===== src/rtl/bcfd_pkg.sv =====
`timescale 1ns / 1ps
// Shared types, constants and helper functions for the battery-management
// CAN frame decoder. No dependencies; used by bcfd_alu and the top level.
package bcfd_pkg;

  // Number of temperature points reported per module-temperature frame.
  localparam int TempPoints = 8;
  localparam int TempCount  = (TempPoints > 8) ? 8 : TempPoints;

  // Frame identifiers.
  localparam logic [28:0] IdCellFirst = 29'h180050F3;
  localparam logic [28:0] IdTempFirst = 29'h184050F3;
  localparam logic [28:0] IdTempLast  = 29'h184550F3;
  localparam logic [28:0] IdPackA     = 29'h186050F4;
  localparam logic [28:0] IdPackB     = 29'h186150F4;
  localparam logic [28:0] IdPackC     = 29'h186250F4;
  localparam logic [28:0] IdPackD     = 29'h186350F4;
  // Low half of the first cell identifier, used to find the module step.
  localparam logic [15:0] IdCellLow   = 16'h50F3;

  localparam logic [1:0]  ChanDecoded = 2'd2;
  localparam logic [15:0] CellsPerMod = 16'd6;
  localparam logic [15:0] WorkStateOfs = 16'd2;
  localparam logic [7:0]  WorkStateChg = 8'd3;
  localparam logic [7:0]  WorkStateChgOn = 8'd4;

  // Configuration register indexes and reset values.
  localparam logic [0:0] CfgTempOffset   = 1'b0;
  localparam logic [0:0] CfgCurrentScale = 1'b1;
  localparam logic [7:0] TempOffsetRst   = 8'd40;
  localparam logic [7:0] CurrentScaleRst = 8'd1;

  // Target codes of the write records.
  localparam logic [4:0] TgtCellVolt   = 5'd0;
  localparam logic [4:0] TgtModTemp    = 5'd1;
  localparam logic [4:0] TgtTotalVolt  = 5'd2;
  localparam logic [4:0] TgtTotalCurr  = 5'd3;
  localparam logic [4:0] TgtSoc        = 5'd4;
  localparam logic [4:0] TgtImdState   = 5'd5;
  localparam logic [4:0] TgtWorkState  = 5'd6;
  localparam logic [4:0] TgtMaxCell    = 5'd7;
  localparam logic [4:0] TgtMinCell    = 5'd8;
  localparam logic [4:0] TgtMaxTemp    = 5'd9;
  localparam logic [4:0] TgtMinTemp    = 5'd10;
  localparam logic [4:0] TgtAir1       = 5'd11;
  localparam logic [4:0] TgtAir2       = 5'd12;
  localparam logic [4:0] TgtAir3       = 5'd13;
  localparam logic [4:0] TgtChgEnable  = 5'd14;
  localparam logic [4:0] TgtChgReqVolt = 5'd15;
  localparam logic [4:0] TgtChgReqCurr = 5'd16;
  localparam logic [4:0] TgtChgOutVolt = 5'd17;

  typedef enum logic [2:0] {
    KindNone,
    KindCell,
    KindTemp,
    KindPackA,
    KindPackB,
    KindPackC,
    KindPackD
  } kind_e;

  // Request to and response from the shared adder/subtractor.
  typedef struct packed {
    logic [15:0] a;
    logic [15:0] b;
    logic        sub;
  } alu_req_t;

  typedef struct packed {
    logic [15:0] sum;
    logic        carry;  // For a subtract: set when a >= b.
  } alu_rsp_t;

  // Index of the final record of a frame of the given kind.
  function automatic logic [2:0] last_index(kind_e kind);
    logic [2:0] idx;
    idx = 3'd0;
    case (kind)
      KindCell:  idx = 3'd3;
      KindTemp:  idx = 3'(TempCount - 1);
      KindPackA: idx = 3'd4;
      KindPackB: idx = 3'd1;
      KindPackC: idx = 3'd1;
      KindPackD: idx = 3'd6;
      default:   idx = 3'd0;
    endcase
    return idx;
  endfunction

  function automatic logic [15:0] sext8(logic [7:0] v);
    return {{8{v[7]}}, v};
  endfunction

endpackage


===== src/rtl/bms_can_frame_decoder_unit.sv =====
`timescale 1ns / 1ps
// Top level of the battery-management CAN frame decoder.
// Depends on bcfd_pkg and instantiates the shared adder bcfd_alu.
//
// The slave stream takes one received CAN frame per word: tuser carries the
// channel and the extended-identifier flag, tdata the identifier and the
// eight payload bytes. Frames that are not extended frames on channel 2, or
// whose identifier is unknown, are taken and give no words.
// Every other frame gives a run of register-write words on the master
// stream, one per field, with tlast on the final word of the run.
// All arithmetic runs through one 16-bit adder under a small sequencer:
// cell frames first divide the identifier step by six through repeated
// subtraction, and the charger frame scales the requested current by
// shift-and-add. After that one word is produced per cycle while the
// receiver is ready.
// The slave side is ready only while the sequencer is idle; the final word
// waits in the output register, so the next frame can be taken meanwhile.
// When the receiver stalls the output word holds and the sequencer waits.
// Reset clears the sequencer, the output valid and the charge-enable bit,
// and sets temp_offset to 40 and current_scale to 1.
module bms_can_frame_decoder_unit (
  input  logic        clk_i,
  input  logic        rst_ni,
  // Configuration write port.
  input  logic        cfg_we_i,
  input  logic [0:0]  cfg_idx_i,
  input  logic [7:0]  cfg_wdata_i,
  // Frame input.
  input  logic        s_axis_tvalid_i,
  output logic        s_axis_tready_o,
  // frame_id[28:0], byte0[36:29], byte1[44:37], byte2[52:45], byte3[60:53],
  // byte4[68:61], byte5[76:69], byte6[84:77], byte7[92:85], zeros above.
  input  logic [95:0] s_axis_tdata_i,
  // bus_channel[1:0], extended_id[2].
  input  logic [2:0]  s_axis_tuser_i,
  // Write-record output.
  output logic        m_axis_tvalid_o,
  input  logic        m_axis_tready_i,
  // module_index[3:0], point_index[8:4], value[24:9], zeros above.
  output logic [31:0] m_axis_tdata_o,
  // target[4:0].
  output logic [4:0]  m_axis_tuser_o,
  output logic        m_axis_tlast_o
);
  import bcfd_pkg::*;

  localparam logic [1:0] S_IDLE = 2'd0;
  localparam logic [1:0] S_DIV  = 2'd1;
  localparam logic [1:0] S_MUL  = 2'd2;
  localparam logic [1:0] S_EMIT = 2'd3;

  logic [1:0]  state_q, state_d;
  kind_e       kind_q, kind_d, in_kind;
  logic [2:0]  cnt_q, cnt_d;
  logic [2:0]  step_q, step_d;
  logic [5:0]  rem_q, rem_d;
  logic [3:0]  mod_q, mod_d;
  logic [15:0] acc_q, acc_d;
  logic [63:0] pay_q, pay_d;
  logic        chg_en_q, chg_en_d;
  logic [7:0]  temp_offset_q, current_scale_q;

  logic        out_valid_q, out_valid_d;
  logic [4:0]  out_tgt_q, out_tgt_d;
  logic [3:0]  out_mod_q, out_mod_d;
  logic [4:0]  out_pt_q, out_pt_d;
  logic [15:0] out_val_q, out_val_d;
  logic        out_last_q, out_last_d;

  logic        s_fire, frame_ok, load;
  logic [28:0] in_id;
  logic [6:0]  in_mid;
  logic [7:0]  cur_byte, ws_raw, ws_val;
  logic [15:0] req_cur;
  alu_req_t    alu_req;
  alu_rsp_t    alu_rsp;

  // Input decode.
  assign s_axis_tready_o = (state_q == S_IDLE);
  assign s_fire   = s_axis_tvalid_i && s_axis_tready_o;
  assign in_id    = s_axis_tdata_i[28:0];
  assign frame_ok = (s_axis_tuser_i[1:0] == ChanDecoded) && s_axis_tuser_i[2];
  // Identifier step above the first cell frame, (id - first) >> 16.
  assign in_mid   = in_id[22:16] - {6'd0, (in_id[15:0] < IdCellLow)};

  always_comb begin
    in_kind = KindNone;
    if (frame_ok) begin
      if (in_id >= IdCellFirst && in_id <= IdTempLast) begin
        in_kind = (in_id >= IdTempFirst) ? KindTemp : KindCell;
      end else if (in_id == IdPackA) begin
        in_kind = KindPackA;
      end else if (in_id == IdPackB) begin
        in_kind = KindPackB;
      end else if (in_id == IdPackC) begin
        in_kind = KindPackC;
      end else if (in_id == IdPackD) begin
        in_kind = KindPackD;
      end
    end
  end

  assign cur_byte = pay_q[{cnt_q, 3'b000} +: 8];
  assign req_cur  = {pay_q[39:32], pay_q[47:40]};
  assign load     = (state_q == S_EMIT) && (!out_valid_q || m_axis_tready_i);

  // Operand selection for the shared adder.
  always_comb begin
    alu_req = '0;
    unique case (state_q)
      S_DIV: begin
        alu_req.a   = {10'd0, rem_q};
        alu_req.b   = CellsPerMod;
        alu_req.sub = 1'b1;
      end
      S_MUL: begin
        alu_req.a = acc_q;
        alu_req.b = current_scale_q[step_q] ? (req_cur << step_q) : 16'd0;
      end
      S_EMIT: begin
        alu_req.sub = 1'b1;
        if (kind_q == KindPackA) begin
          alu_req.a = {12'd0, pay_q[55:52]};
          alu_req.b = WorkStateOfs;
        end else begin
          alu_req.a = {8'd0, cur_byte};
          alu_req.b = {8'd0, temp_offset_q};
        end
      end
      default: alu_req = '0;
    endcase
  end

  bcfd_alu u_alu (
    .req_i (alu_req),
    .rsp_o (alu_rsp)
  );

  // Work state wraps modulo 256; charging shows as 4 once enabled.
  assign ws_raw = alu_rsp.sum[7:0];
  assign ws_val = (ws_raw == WorkStateChg && chg_en_q) ? WorkStateChgOn : ws_raw;

  // Sequencer and record builder.
  always_comb begin
    state_d     = state_q;
    kind_d      = kind_q;
    cnt_d       = cnt_q;
    step_d      = step_q;
    rem_d       = rem_q;
    mod_d       = mod_q;
    acc_d       = acc_q;
    pay_d       = pay_q;
    chg_en_d    = chg_en_q;
    out_valid_d = out_valid_q && !m_axis_tready_i;
    out_tgt_d   = out_tgt_q;
    out_mod_d   = out_mod_q;
    out_pt_d    = out_pt_q;
    out_val_d   = out_val_q;
    out_last_d  = out_last_q;

    unique case (state_q)
      S_IDLE: begin
        if (s_fire && in_kind != KindNone) begin
          kind_d = in_kind;
          pay_d  = s_axis_tdata_i[92:29];
          cnt_d  = 3'd0;
          step_d = 3'd0;
          acc_d  = 16'd0;
          rem_d  = in_mid[5:0];
          mod_d  = (in_kind == KindTemp) ? in_id[19:16] : 4'd0;
          if (in_kind == KindCell) begin
            state_d = S_DIV;
          end else if (in_kind == KindPackD) begin
            state_d  = S_MUL;
            chg_en_d = s_axis_tdata_i[42];
          end else begin
            state_d = S_EMIT;
          end
        end
      end
      S_DIV: begin
        // mod_q counts the quotient, rem_q keeps the remainder.
        if (alu_rsp.carry) begin
          rem_d = alu_rsp.sum[5:0];
          mod_d = mod_q + 4'd1;
        end else begin
          state_d = S_EMIT;
        end
      end
      S_MUL: begin
        acc_d  = alu_rsp.sum;
        step_d = step_q + 3'd1;
        if (step_q == 3'd7) begin
          state_d = S_EMIT;
        end
      end
      S_EMIT: begin
        if (load) begin
          out_valid_d = 1'b1;
          out_mod_d   = 4'd0;
          out_pt_d    = 5'd0;
          out_tgt_d   = TgtCellVolt;
          out_val_d   = 16'd0;
          out_last_d  = (cnt_q == last_index(kind_q));
          cnt_d       = cnt_q + 3'd1;
          if (out_last_d) begin
            state_d = S_IDLE;
          end
          unique case (kind_q)
            KindCell: begin
              out_tgt_d = TgtCellVolt;
              out_mod_d = mod_q;
              out_pt_d  = {rem_q[2:0], cnt_q[1:0]};
              unique case (cnt_q[1:0])
                2'd0: out_val_d = {pay_q[15:8], pay_q[7:0]};
                2'd1: out_val_d = {pay_q[31:24], pay_q[23:16]};
                2'd2: out_val_d = {pay_q[47:40], pay_q[39:32]};
                default: out_val_d = {pay_q[63:56], pay_q[55:48]};
              endcase
            end
            KindTemp: begin
              out_tgt_d = TgtModTemp;
              out_mod_d = mod_q;
              out_pt_d  = {2'd0, cnt_q};
              out_val_d = sext8(alu_rsp.sum[7:0]);
            end
            KindPackA: begin
              unique case (cnt_q)
                3'd0: begin
                  out_tgt_d = TgtTotalVolt;
                  out_val_d = {pay_q[7:0], pay_q[15:8]};
                end
                3'd1: begin
                  out_tgt_d = TgtTotalCurr;
                  out_val_d = {pay_q[23:16], pay_q[31:24]};
                end
                3'd2: begin
                  out_tgt_d = TgtSoc;
                  out_val_d = {8'd0, pay_q[39:32]};
                end
                3'd3: begin
                  out_tgt_d = TgtImdState;
                  out_val_d = {8'd0, pay_q[47:40]};
                end
                default: begin
                  out_tgt_d = TgtWorkState;
                  out_val_d = {8'd0, ws_val};
                end
              endcase
            end
            KindPackB: begin
              if (cnt_q == 3'd0) begin
                out_tgt_d = TgtMaxCell;
                out_val_d = {pay_q[7:0], pay_q[15:8]};
              end else begin
                out_tgt_d = TgtMinCell;
                out_val_d = {pay_q[23:16], pay_q[31:24]};
              end
            end
            KindPackC: begin
              out_tgt_d = (cnt_q == 3'd0) ? TgtMaxTemp : TgtMinTemp;
              out_val_d = sext8(alu_rsp.sum[7:0]);
            end
            KindPackD: begin
              unique case (cnt_q)
                3'd0: begin
                  out_tgt_d = TgtAir1;
                  out_val_d = {14'd0, pay_q[3:2]};
                end
                3'd1: begin
                  out_tgt_d = TgtAir2;
                  out_val_d = {14'd0, pay_q[5:4]};
                end
                3'd2: begin
                  out_tgt_d = TgtAir3;
                  out_val_d = {14'd0, pay_q[7:6]};
                end
                3'd3: begin
                  out_tgt_d = TgtChgEnable;
                  out_val_d = {15'd0, chg_en_q};
                end
                3'd4: begin
                  out_tgt_d = TgtChgReqVolt;
                  out_val_d = {pay_q[23:16], pay_q[31:24]};
                end
                3'd5: begin
                  out_tgt_d = TgtChgReqCurr;
                  out_val_d = acc_q;
                end
                default: begin
                  out_tgt_d = TgtChgOutVolt;
                  out_val_d = {pay_q[55:48], pay_q[63:56]};
                end
              endcase
            end
            default: begin
              out_valid_d = 1'b0;
              state_d     = S_IDLE;
            end
          endcase
        end
      end
      default: state_d = S_IDLE;
    endcase
  end

  always_ff @(posedge clk_i or negedge rst_ni) begin
    if (!rst_ni) begin
      state_q         <= S_IDLE;
      kind_q          <= KindNone;
      cnt_q           <= 3'd0;
      step_q          <= 3'd0;
      chg_en_q        <= 1'b0;
      out_valid_q     <= 1'b0;
      temp_offset_q   <= TempOffsetRst;
      current_scale_q <= CurrentScaleRst;
    end else begin
      state_q     <= state_d;
      kind_q      <= kind_d;
      cnt_q       <= cnt_d;
      step_q      <= step_d;
      chg_en_q    <= chg_en_d;
      out_valid_q <= out_valid_d;
      if (cfg_we_i) begin
        unique case (cfg_idx_i)
          CfgTempOffset:   temp_offset_q   <= cfg_wdata_i;
          CfgCurrentScale: current_scale_q <= cfg_wdata_i;
          default: ;
        endcase
      end
    end
  end

  always_ff @(posedge clk_i) begin
    rem_q      <= rem_d;
    mod_q      <= mod_d;
    acc_q      <= acc_d;
    pay_q      <= pay_d;
    out_tgt_q  <= out_tgt_d;
    out_mod_q  <= out_mod_d;
    out_pt_q   <= out_pt_d;
    out_val_q  <= out_val_d;
    out_last_q <= out_last_d;
  end

  assign m_axis_tvalid_o = out_valid_q;
  assign m_axis_tdata_o  = {7'd0, out_val_q, out_pt_q, out_mod_q};
  assign m_axis_tuser_o  = out_tgt_q;
  assign m_axis_tlast_o  = out_last_q;

`ifndef SYNTH
  // The quotient of a step below 64 by six never exceeds ten.
  a_div_quot_range: assert property (@(posedge clk_i) disable iff (!rst_ni)
    (state_q == S_DIV) |-> (mod_q <= 4'd10))
    else $error("cell module quotient out of range");

  // A decodable frame always starts the sequencer.
  a_frame_starts: assert property (@(posedge clk_i) disable iff (!rst_ni)
    (s_fire && in_kind != KindNone) |=> (state_q != S_IDLE))
    else $error("accepted frame did not start the sequencer");

  // The charge-enable word reports the stored flag.
  a_chg_en_word: assert property (@(posedge clk_i) disable iff (!rst_ni)
    (m_axis_tvalid_o && m_axis_tuser_o == TgtChgEnable)
      |-> (m_axis_tdata_o[9] == chg_en_q))
    else $error("charge-enable word differs from stored flag");

  // Point indexes stay within a module.
  a_point_range: assert property (@(posedge clk_i) disable iff (!rst_ni)
    m_axis_tvalid_o |-> (m_axis_tdata_o[8:4] <= 5'd23))
    else $error("point index out of range");
`endif

endmodule


===== src/rtl/bcfd_alu.sv =====
`timescale 1ns / 1ps
// Shared 16-bit adder/subtractor of the CAN frame decoder.
// Depends on bcfd_pkg for the request and response structs.
module bcfd_alu (
  input  bcfd_pkg::alu_req_t req_i,
  output bcfd_pkg::alu_rsp_t rsp_o
);
  import bcfd_pkg::*;

  logic [15:0] b_op;
  logic [16:0] total;

  assign b_op  = req_i.sub ? ~req_i.b : req_i.b;
  assign total = {1'b0, req_i.a} + {1'b0, b_op} + {16'd0, req_i.sub};

  assign rsp_o.sum   = total[15:0];
  assign rsp_o.carry = total[16];

endmodule


===== config.mk =====
export PLATFORM = sky130hd
export DESIGN_NAME = bms_can_frame_decoder_unit
export DESIGN_NICKNAME = d
export VERILOG_FILES = /design/src/rtl/bcfd_pkg.sv /design/src/rtl/bms_can_frame_decoder_unit.sv /design/src/rtl/bcfd_alu.sv
export SDC_FILE = /design/constraint.sdc
export NUM_CORES = 1
export LEC_CHECK = 0
export ABC_CLOCK_PERIOD_IN_PS = 11000
export BUFFER_PORTS_ARGS = -buffer_cell sky130_fd_sc_hd__buf_4
export CORE_MARGIN = 5
export CORE_UTILIZATION = 25
export CTS_CLUSTER_SIZE = 10
export DETAILED_ROUTE_END_ITERATION = 10
export GPL_TIMING_DRIVEN = 0
export HOLD_SLACK_MARGIN = 0.06
export SLEW_MARGIN = 20
export SYNTH_ARGS = -nofsm -noshare
export SYNTH_HDL_FRONTEND = slang
export SYNTH_SLANG_ARGS = --single-unit

===== constraint.sdc =====
create_clock -name clk_i -period 11 [get_ports clk_i]
set_input_delay 0.55 -clock clk_i [delete_from_list [all_inputs] [get_ports clk_i]]
set_output_delay 0.55 -clock clk_i [all_outputs]
set_load 0.1 [all_outputs]

==> flow_metrics.py <==
metrics = {
    "floorplanning": {
        "ios": 153,
        "std_cell_rows": 72,
        "initial_utilization_pct": 25.2,
        "die_area_um2": 42900,
        "die_w_um": 207,
        "core-area_um2": 38600,
        "chipHeight_um": 207,
    },
    "synthesis": {
        "synthCells": 948,
        "synth_warnings": 0,
        "yosysSeqAreaShare_pct": 44.9,
        "synth_edf_count": 121,
        "synth_mux_area_share_pct": 11.4,
        "synth-async-reset-ratio_pct": 19.3,
        "synth-compound-area-share_pct": 18.3,
        "synth_ff_type": "edfxtp_1",
        "yosys.area_share.xor_xnor_pct": 3.24,
        "synth_area_per_cell_um2": 10.3,
        "yosysUniqueCellTypes": 74,
        "syn_area_um2": 9720,
        "ys_seq_elements": 150,
        "yosys.area_share.simple_pct": 13.9,
        "yosysTopAreaCellShare_pct": 37.4,
        "yosysTopAreaCell": "edfxtp_1",
        "synth_fa_ha_area_share_pct": 4.07,
        "yosys-top-cells-area": "edfxtp_1, dfrtp_1, mux4_2",
        "synth_top_family_by_area": "compound AO/OA/AOI/OAI gates",
    },
    "sta": {
        "drv_slew": 0,
        "fin_crit_ps": 5910,
        "finalCritPeriodShare_pct": 53.7,
        "finalSetupTns_ps": 0,
        "skew_ps": 14.7,
        "maxSlewHeadroom_pct": 35.4,
        "worstMarginPinSlew_ps": 966,
        "clock.fmax_ghz": 0.169,
        "setup_violations": 0,
        "hold_ws_ps": 275,
        "rsz0062_at_grt": "false",
        "hold_violations": 0,
    },
    "finish": {
        "layout_common_cells": "buf_4, edfxtp_1, nand2_1",
        "fin_nets": 1261,
        "final_cells": 1648,
        "final_core_util_pct": 31.3,
        "multi_input_area_um2": 4980,
        "num_antenna_cells": 0,
        "register_area_um2": 4360,
        "final_common_cell": "buf_4",
        "fillers": 4047,
        "area_growth_pct": 24.4,
        "layout-drive-gt1-share_pct": 20.5,
    },
    "routing": {
        "wl_um": 37600,
        "drt_first_pass_iters": 10,
        "vias_per_cell": 5.38,
        "wl_per_cell_um": 22.8,
        "dr_total_vias": 8872,
        "drt_iter0_drc": 1358,
        "drtAntennaViolNets": 0,
        "drc_errors": 0,
    },
    "placed_design": {
        "place_inst": 1615,
        "dpl.hpwl_um": 29100,
        "io_buffers": 141,
        "gp_congestion": 0.990,
    },
    "clock_tree": {
        "cts-root-buf": "clkbuf_16",
        "cts_tree": "built",
        "clockBufferDepth": 2,
        "clkSlewWorstSetupHoldPaths_ps": 70,
        "h-tree-depth": 4,
        "cts_sinks": 150,
        "clk_latency_ps": 450,
        "post_cts.repair.setup_buffers": 0,
        "cts_buffers": 17,
    },
    "power": {
        "p_total_uw": 4100,
        "leakage_uw": 0.00449,
        "power-per-cell-area_nw_per_um2": 339,
        "ir_worst_vdd_mv": 0.161,
    },
    "worst_setup_path": {
        "cp-end-kind": "register",
        "cp_data_arrival_time_ps": 6110,
        "critical_path_class": "reg2reg",
        "critPathLaunchType": "register",
        "critPathMaxFanout": 10,
        "crit_required_ps": 11200,
    },
    "global_routing": {
        "first_global_vias": 8862,
        "grt_pass1_wl_um": 56100,
        "grt_start_max_net_pins": 71,
        "antenna_found_initial": 0,
        "overflow": 0,
        "grt_use_total_pct": 16.9,
    },
    "status": {
        "outcome": "finished, final reports clean",
    },
    "min_path": {
        "min_path_type": "in2reg",
    },
    "job": {
        "cap_violations": 0,
    },
}
[final cells by class]
cell class,count,area share [%]
Multi-Input combinational cell,707,41.2
Sequential cell,150,36.1
Timing Repair Buffer,144,9.07
Tap cell,518,5.36
Clock buffer,23,3.79
Buffer,70,2.48
Clock inverter,9,1.09
Inverter,27,0.880
[cells in the mapped netlist (11+ instances only)]
master,count
edfxtp_1,121
nand2_1,100
nor2_1,89
a21oi_1,73
clkbuf_1,49
mux2i_1,43
o21ai_0,34
a222oi_1,33
ha_1,30
xnor2_1,27
dfrtp_1,26
inv_1,26
mux4_2,20
mux2_2,19
and2_1,17
nand3_1,17
nor3_1,16
o22ai_1,16
a22oi_1,14
a31oi_1,11
[kinds of logic (layout without fill, tap and decap cells)]
logic type                 count (synthesis)  count (layout)
other                                      1               7
xor gates and xnor gates                  36              36
DFF                                      150             150
adders and majority gates                 31              31
buffers and inverters                     97             273
muxes                                     83              83
and+or+nand+nor                          292             292
AOI/OAI and AO/OA                        258             258
[worst max-delay path, cell delays in order, from the launching register on]
cell and delay (ps):
dfrtp_1 420, buf_1 600, mux4_2 420, mux2_2 290, nand3_1 110, clkbuf_1 360
o21ai_0 200, xnor2_1 180, ha_1 400, nand3_1 170, o21ai_0 150, a2111o_1 430
a31oi_1 250, o21ai_0 210, o41ai_1 560, o211ai_1 350, a21boi_1 310, buf_4 250
[power by group]
group	leakage, uW	total, uW	internal, uW	switching, uW
logic	0.00273	2600	835	1770
clock network	0.000279	602	362	240
registers	0.00148	897	806	90.9
[layer usage]
layer	up-vias	routed length [um]	GRT usage (%)
met4	0	1020	5.72
met5	-	0	0
met3	77	2890	2.89
li1	3972	-	-
met1	4366	16000	23.0
met2	457	17700	27.4
[per-stage QoR]
stage          setup slack [ps]  instance area, um^2
5_1_grt                    4730                12100
3_3_place_gp               4700                11400
6_report                   5090                12100
3_5_place_dp               5240                11500
2_1_floorplan              6230                 9740
4_1_cts                    5170                12100
[worst paths after layout]
| path | cells past startpoint | end | start | slack [ps] |
|---|---|---|---|---|
| setup / recovery | 17 | rem_q[5] | step_q[1] | 5090 |
| hold / removal | 1 | pay_q[40] | s_axis_tdata_i[69] | 280 |
| setup reg to reg | 17 | rem_q[5] | step_q[1] | 5090 |
| hold reg to reg | 1 | current_scale_q[6] | current_scale_q[6] | 500 |
| max in group asynchronous | 2 | temp_offset_q[3] | rst_ni | 10070 |
| min in group asynchronous | 2 | cnt_q[1] | rst_ni | 600 |
[state kept, by name (all words and copies together), names as in the netlist]
| signal | cells |
|---|---|
| pay_q | 64 |
| acc_q | 16 |
| out_val_q | 16 |
| current_scale_q | 8 |
| temp_offset_q | 8 |
| rem_q | 6 |
| m_axis_tuser_o | 5 |
| out_pt_q | 5 |
| mod_q | 4 |
| out_mod_q | 4 |
| cnt_q | 3 |
| kind_q | 3 |
| step_q | 3 |
| state_q | 2 |
| chg_en_q | 1 |
| m_axis_tlast_o | 1 |
| m_axis_tvalid_o | 1 |
[timing repair]
item,CTS,global route
hold buffers,1,0
hold endpoints to repair,26,0
resized for setup,0,0
Power figures use the tool's default switching activity.
